$ cat src/rtl/core/fmrc_pkg.sv
// Shared types, constants and helpers of the first-match flow rule classifier.
package fmrc_pkg;

  localparam int RULES_PER_ROLE = 32;
  localparam int NUM_ROLES      = 5;
  localparam int NUM_RULES      = NUM_ROLES * RULES_PER_ROLE;
  localparam int ADDR_W         = $clog2(NUM_RULES);
  localparam int CNT_W          = $clog2(RULES_PER_ROLE + 1);
  localparam int CTL_W          = 26;

  localparam logic CMD_WRITE  = 1'b0;
  localparam logic CMD_LOOKUP = 1'b1;

  localparam logic [1:0] TR_OS      = 2'd0;
  localparam logic [1:0] TR_DEFAULT = 2'd1;
  localparam logic [1:0] TR_ULP     = 2'd2;

  localparam logic [2:0] ROLE_TCP_ACTIVE = 3'd1;
  localparam logic [2:0] ROLE_UDP_PEER   = 3'd4;

  localparam logic [1:0] KIND_NONE = 2'd0;
  localparam logic [1:0] KIND_OK   = 2'd1;

  localparam logic [1:0] WSEL_EP1 = 2'd0;
  localparam logic [1:0] WSEL_EP2 = 2'd1;
  localparam logic [1:0] WSEL_CTL = 2'd2;

  typedef struct packed {
    logic        cmd;
    logic [2:0]  role;
    logic [4:0]  rule_slot;
    logic [1:0]  word_select;
    logic [63:0] write_data;
    logic [1:0]  own_transport;
    logic [31:0] first_addr;
    logic [15:0] first_port;
    logic        first_addr_ok;
    logic [1:0]  second_kind;
    logic [31:0] second_addr;
    logic [15:0] second_port;
  } fmrc_in_t;

  typedef struct packed {
    logic [1:0] chosen_transport;
    logic       matched;
    logic [4:0] matched_slot;
  } fmrc_out_t;

  // Control from the sequencer to the rule store
  typedef struct packed {
    logic              we;
    logic              re;
    logic [1:0]        wsel;
    logic [ADDR_W-1:0] addr;
  } store_cmd_t;

  typedef struct packed {
    logic       hit;
    logic [1:0] tgt;
  } match_res_t;

  typedef enum logic [2:0] {
    ST_IDLE,
    ST_WRITE,
    ST_FETCH,
    ST_SCAN,
    ST_DONE
  } fmrc_state_t;

  function automatic logic [31:0] prefix_mask(input logic [5:0] len);
    logic [31:0] m;
    if (len >= 6'd32) begin
      m = 32'hFFFF_FFFF;
    end else begin
      m = ~(32'hFFFF_FFFF >> len);
    end
    return m;
  endfunction

  function automatic logic [ADDR_W-1:0] rule_addr(input logic [2:0] role,
                                                  input logic [CNT_W-1:0] slot);
    logic [ADDR_W+8:0] a;
    a = (ADDR_W+9)'(role) * (ADDR_W+9)'(RULES_PER_ROLE) + (ADDR_W+9)'(slot);
    return a[ADDR_W-1:0];
  endfunction

endpackage

$ cat src/rtl/core/fmrc_match_unit.sv
// Compare unit: checks one fetched rule against the request's endpoints.
module fmrc_match_unit
  import fmrc_pkg::*;
(
  input  fmrc_in_t         req,
  input  logic [63:0]      ep1,
  input  logic [63:0]      ep2,
  input  logic [CTL_W-1:0] ctl,
  input  logic             rule_valid,
  output match_res_t       res
);

  logic [31:0] mask1;
  logic [31:0] mask2;
  logic        ok1;
  logic        ok2;
  logic        has_second;
  logic        second_conv;
  logic        tgt_ok;
  logic [1:0]  tgt;

  assign tgt = ctl[25:24];

  always_comb begin
    mask1 = prefix_mask(ctl[5:0]);
    mask2 = prefix_mask(ctl[13:8]);

    // Only tcp client and udp connect look at the second endpoint
    has_second  = (req.role == ROLE_TCP_ACTIVE || req.role == ROLE_UDP_PEER) &&
                  (req.second_kind != KIND_NONE);
    second_conv = (req.second_kind == KIND_OK);

    ok1 = 1'b1;
    if (ctl[16] && (req.first_port < ep1[47:32] || req.first_port > ep1[63:48])) begin
      ok1 = 1'b0;
    end
    if (ctl[17] && (!req.first_addr_ok ||
                    ((ep1[31:0] & mask1) != (req.first_addr & mask1)))) begin
      ok1 = 1'b0;
    end

    ok2 = 1'b1;
    if (ctl[18] && has_second) begin
      if (ctl[19] && (req.second_port < ep2[47:32] || req.second_port > ep2[63:48])) begin
        ok2 = 1'b0;
      end
      if (ctl[20] && (!second_conv ||
                      ((ep2[31:0] & mask2) != (req.second_addr & mask2)))) begin
        ok2 = 1'b0;
      end
    end

    tgt_ok = (tgt == TR_OS) || (tgt == TR_ULP) || (tgt == req.own_transport);

    res.hit = rule_valid && ok1 && ok2 && tgt_ok;
    res.tgt = tgt;
  end

endmodule

$ cat config.mk
export PLATFORM = sky130hd
export DESIGN_NAME = fmrc_match_unit
export DESIGN_NICKNAME = d
export VERILOG_FILES = /design/src/rtl/core/fmrc_pkg.sv /design/src/rtl/core/fmrc_match_unit.sv
export SDC_FILE = /design/constraint.sdc
export NUM_CORES = 1
export LEC_CHECK = 0
export BUFFER_PORTS_ARGS = -buffer_cell sky130_fd_sc_hd__buf_2
export CAP_MARGIN = 20
export CORE_AREA = 3 3 127 129
export DETAILED_ROUTE_END_ITERATION = 16
export DIE_AREA = 0 0 130 132
export SKIP_LAST_GASP = 1
export SLEW_MARGIN = 20
export SYNTH_ARGS = -nofsm -noshare
export SYNTH_HDL_FRONTEND = slang
export SYNTH_SLANG_ARGS = --single-unit
export TNS_END_PERCENT = 100
$ cat constraint.sdc
create_clock -name vclk -period 3.1
set_clock_uncertainty 0.05 [all_clocks]
set_input_delay 0.31 -clock vclk [all_inputs]
set_output_delay 0.31 -clock vclk [all_outputs]
set_load 0.05 [all_outputs]
# Word level (Yosys, flattened, before mapping)
# Cells that the tools add are included.
# op_classes
n_addsub	0
eq_ne	7
bitwise_logic	6
div	0
multipliers	0
n_reduce_logical	20
n_lt_le_gt_ge	6
n_mux	7
shift	2
# op_table
operator	count
32-bit AND	4
32-bit two-way mux	2
32-bit != test	2
32-bit inverter	2
32-bit by 6-bit >> shifter with 32-bit output, first input constant	2
16-bit greater-than comparator	2
16-bit less-than comparator	2
6-bit greater-or-equal comparator, second input constant	2
1-bit logical AND	9
1-bit logical OR	7
1-bit two-way mux	5
3-bit by 1-bit == test with 1-bit output, second input constant	1
3-bit == test, second input constant	1
2-bit by 1-bit == test with 1-bit output, second input constant	1
2-bit == test	1
2-bit == test, second input constant	1
1-bit zero test	2
2-bit zero test	1
2-bit nonzero test	1
# totals
output_inout_bits	3
romBits	0
in_bits	331
latch_bits	0
wordCells	48
mem_count	0
ff_bits	0
ram_bits	0

# Longest topological paths before layout
# logic_depth
depth_word	11
ltp_mapped	9
mapped_depth_nobuf	9

# Worst setup path after synthesis
# Ideal clock, no wire load.
# synth_path
kind	input to output
from	input ep1[62]
to	output res[2] in the netlist's numbering
slack_ns	-0.082
required_time_ns	2.740
arrival_time_ns	2.822
stages	8
cell_sequence	inv_1 > ha_1 > and3_1 > nand4_1 > or3_1 > o311a_1 > a2111o_1 > a2111oi_2
# synth_rtl
element	line_no	rtl
from (decl)	fmrc_match_unit.sv:6	input logic [63:0] ep1,
to (decl)	fmrc_match_unit.sv:10	output match_res_t res

==> results_tabular.tex <==
\begin{tabular}{lr}
\hline
Metric & Value \\
\hline
\multicolumn{2}{l}{\textbf{Timing}} \\
Share of the cycle needed by the critical path after routing & 0.943 \\
Maximum operating frequency & roughly 340 MHz \\
Final Hold Violating Endpoints & 0 \\
Unrepaired setup endpoints after global routing & no \\
Final Max Slew Viols & 0 \\
Worst slew margin relative to its limit & 0.540 \\
Final total negative setup slack & 0 ps \\
\# setup viols final & 0 \\
Shortest clock period the worst path allows after layout & 2920 ps \\
Slew at the pin with the worst max-slew slack & approximately 700 ps \\
\multicolumn{2}{l}{\textbf{Hold path}} \\
Endpoint, Worst Hold & res[1] \\
Path class of the lowest-slack min-delay path & in2out \\
Hold Path Origin & ctl[25] \\
Worst hold path depth & 2 \\
\multicolumn{2}{l}{\textbf{Drt}} \\
Detailed-route vias per instance & 4.52 \\
Post-detailed-routing wire length & 12,000 µm \\
Drt pass-1 iters & 4 \\
Overall via count from detail\_route & 3,947 \\
Detailed-route DRC error count & 0 \\
Count of routing violations after the opening detailed-route iteration & 39 \\
Remaining antenna violation count & 0 \\
Wire length per cell after detailed routing & 13.7 µm \\
\multicolumn{2}{l}{\textbf{Floorplan}} \\
Die Span Y & 132 µm \\
Initial core utilization & 0.204 \\
Cell row count & between 40 and 50 \\
IO Pins & 334 \\
DIE WIDTH & 130 µm \\
Area inside the core boundary & roughly 15,000 µm² \\
Area of the die & roughly 17,000 µm² \\
\multicolumn{2}{l}{\textbf{Power}} \\
Power per cell area & 130 nW/µm² \\
Peak supply drop & just under 0.00006 V \\
Static leakage & around 2.5 nW \\
\multicolumn{2}{l}{\textbf{Cells and area}} \\
Seq\_cells & 0 \\
Area used by sequential logic in the layout & 0 µm² \\
Proportion of layout cells with a drive suffix above 1 & 0.399 \\
Non-Filler Cell Area, Final & 4610 µm² \\
Net count reported at finish & 1,080 \\
Synthesis-to-layout area growth & 49.5\% \\
\# fillers & 1,689 \\
Number of clock buffer instances in the layout & 0 \\
\multicolumn{2}{l}{\textbf{GRT}} \\
Number of antenna violations at the first check in global routing & 1 \\
GR Overflow Total & 0 \\
Via count of the first global-routing pass & 3,957 \\
All-Layer GR Usage & 0.127 \\
First-pass GRT wire length & 18,200 µm \\
Pin count of the biggest net entering global routing & 16 \\
\multicolumn{2}{l}{\textbf{Critical path}} \\
WP data arrival & 2560 ps \\
Critical-path cell list & buf\_2 > ha\_1 > and3\_1 > nand4\_1 > or3\_1 > o311a\_1 > a2111o\_1 > a2111oi\_4 > clkbuf\_4 \\
Crit-path leading delay family & compound AO/OA/AOI/OAI gates \\
Highest cell delay on the worst timing path & 440 ps \\
CP Capture Type & output port \\
Top fanout value on the critical path & 3 \\
Critical Path Start Type & primary input \\
Worst Path Buf+Inv & 2 \\
Classification of the worst setup path & in2out \\
Cell at the slowest stage of the critical path & sky130\_fd\_sc\_hd\_\_a2111o\_1 \\
Required arrival time at the worst endpoint & 2740 ps \\
\multicolumn{2}{l}{\textbf{Synth}} \\
Cells after Synth & about 430 \\
Part of the Yosys area used for sequential elements & 0 \\
Number of different library cells in the post-synthesis netlist & 57 \\
Total of warnings raised by yosys & 0 \\
Post-synthesis net count & 827 \\
Combined area of all synthesized cells & 3080 µm² \\
Mean instance size in the synthesized netlist & around 7 µm² \\
\multicolumn{2}{l}{\textbf{CTS}} \\
Post-CTS Setup Repair Bufs & 0 \\
Hold-fix buffers at CTS & 0 \\
Number of gates resized after CTS & 0 \\
\multicolumn{2}{l}{\textbf{Placement}} \\
Port Buffer Count & 255 \\
Routability Congestion & 0.875 \\
Post-DP HPWL & 11,200 µm \\
Cell area after placement & 4600 µm² \\
\multicolumn{2}{l}{\textbf{Job}} \\
Max-capacitance violation count & 0 \\
\multicolumn{2}{l}{\textbf{Outcome}} \\
Outcome & complete, no violations \\
\hline
\end{tabular}
[where the power goes]
group	total, mW	leakage [nW]	switching [mW]	internal [mW]
registers	0	0	0	0
clock network	0.0000000431	0.00000634	0	0.0000000431
logic	0.599	2.54	0.296	0.303
total	0.599	2.54	0.296	0.303
[placed cells by master (no fill, tap or decap), types with 3 or more instances in the layout]
cell                        Yosys  layout
sky130_fd_sc_hd__buf_2          3     254
sky130_fd_sc_hd__inv_1         66      66
sky130_fd_sc_hd__ha_1          62      62
sky130_fd_sc_hd__a21oi_1       38      38
sky130_fd_sc_hd__xor2_1        36      36
sky130_fd_sc_hd__xnor2_1       31      31
sky130_fd_sc_hd__nand2_1       21      21
sky130_fd_sc_hd__o21ai_0       16      16
sky130_fd_sc_hd__a21o_1        14      14
sky130_fd_sc_hd__nand3_1       14      14
sky130_fd_sc_hd__nand4_1       14      14
sky130_fd_sc_hd__nor2_1        12      12
sky130_fd_sc_hd__buf_4          2      10
sky130_fd_sc_hd__maj3_1         9       9
sky130_fd_sc_hd__o211ai_1       8       8
sky130_fd_sc_hd__o22ai_1        6       6
sky130_fd_sc_hd__o21ai_1        5       5
sky130_fd_sc_hd__a31oi_1        5       5
sky130_fd_sc_hd__nand2b_1       4       4
sky130_fd_sc_hd__a211oi_1       4       4
sky130_fd_sc_hd__a221oi_1       3       3
sky130_fd_sc_hd__nor4_1         3       3
sky130_fd_sc_hd__a2111oi_0      3       3
sky130_fd_sc_hd__nor3_1         3       3
sky130_fd_sc_hd__nor2b_1        3       3
sky130_fd_sc_hd__or4_1          3       3
sky130_fd_sc_hd__or2_1          3       3
[per-layer routing]
metal | global-route usage | wire length (µm) | vias up
met5 | 0 | 13 | -
met4 | 0.0208 | 197 | 2
met3 | 0.0219 | 1070 | 18
met2 | 0.258 | 6180 | 200
met1 | 0.136 | 4550 | 1672
li1 | - | - | 2055
[cell usage after synthesis (5+ instances only)]
cell type | count | share of area
sky130_fd_sc_hd__o211ai_1 | 8 | 0.019
sky130_fd_sc_hd__xnor2_1 | 31 | 0.088
sky130_fd_sc_hd__o21ai_0 | 16 | 0.026
sky130_fd_sc_hd__nor2_1 | 12 | 0.015
sky130_fd_sc_hd__maj3_1 | 9 | 0.029
sky130_fd_sc_hd__clkbuf_1 | 7 | 0.0085
sky130_fd_sc_hd__nand4_1 | 14 | 0.028
sky130_fd_sc_hd__a21o_1 | 14 | 0.034
sky130_fd_sc_hd__ha_1 | 62 | 0.25
sky130_fd_sc_hd__a31oi_1 | 5 | 0.010
sky130_fd_sc_hd__o21ai_1 | 5 | 0.0081
sky130_fd_sc_hd__xor2_1 | 36 | 0.10
sky130_fd_sc_hd__nand3_1 | 14 | 0.023
sky130_fd_sc_hd__o22ai_1 | 6 | 0.012
sky130_fd_sc_hd__nand2_1 | 21 | 0.026
sky130_fd_sc_hd__inv_1 | 66 | 0.080
sky130_fd_sc_hd__a21oi_1 | 38 | 0.062
[kinds of logic after synthesis]
kind of cell               share of synthesized area
AOI/OAI and AO/OA                              0.263
and+or+nand+nor                                0.154
buffers and inverters                          0.106
adders and majority gates                      0.281
xor gates and xnor gates                       0.196
[area by class of cell]
cell class / count / area [µm²] / area share
antenna: 1 / 2.50 / 0.000543
inverter: 66 / 248 / 0.0538
multi-input combinational: 354 / 2770 / 0.601
tap: 188 / 235 / 0.0510
timing repair buffer: 265 / 1350 / 0.294
[how the worst max path moves through the flow]
stage / from / endpoint / slack [ps] / depth (start not counted)
final: req[65] / res[2] / 180 / 9
after global routing: ctl[9] / res[2] / 0.4 / 9
after CTS: req[65] / res[2] / 120 / 9
after detailed placement: req[65] / res[2] / 120 / 9
after global placement: req[9] / res[2] / 120 / 11
after floorplan: ep1[62] / res[2] / 270 / 8
[per-stage QoR]
stage / setup slack, ps / instances / hold WS [ps] / utilization / total power [mW]
2_1_floorplan: 269 / 434 / 737 / - / 0.327
3_3_place_gp: 123 / 873 / 887 / 0.304 / 0.594
3_5_place_dp: 123 / 873 / 886 / 0.304 / 0.601
4_1_cts: 119 / 873 / 886 / 0.304 / 0.605
5_1_grt: 0.434 / 873 / 888 / 0.304 / 0.676
6_report: 178 / 874 / 884 / 0.304 / 0.599
Note: power is estimated with default switching activity, not from simulation.
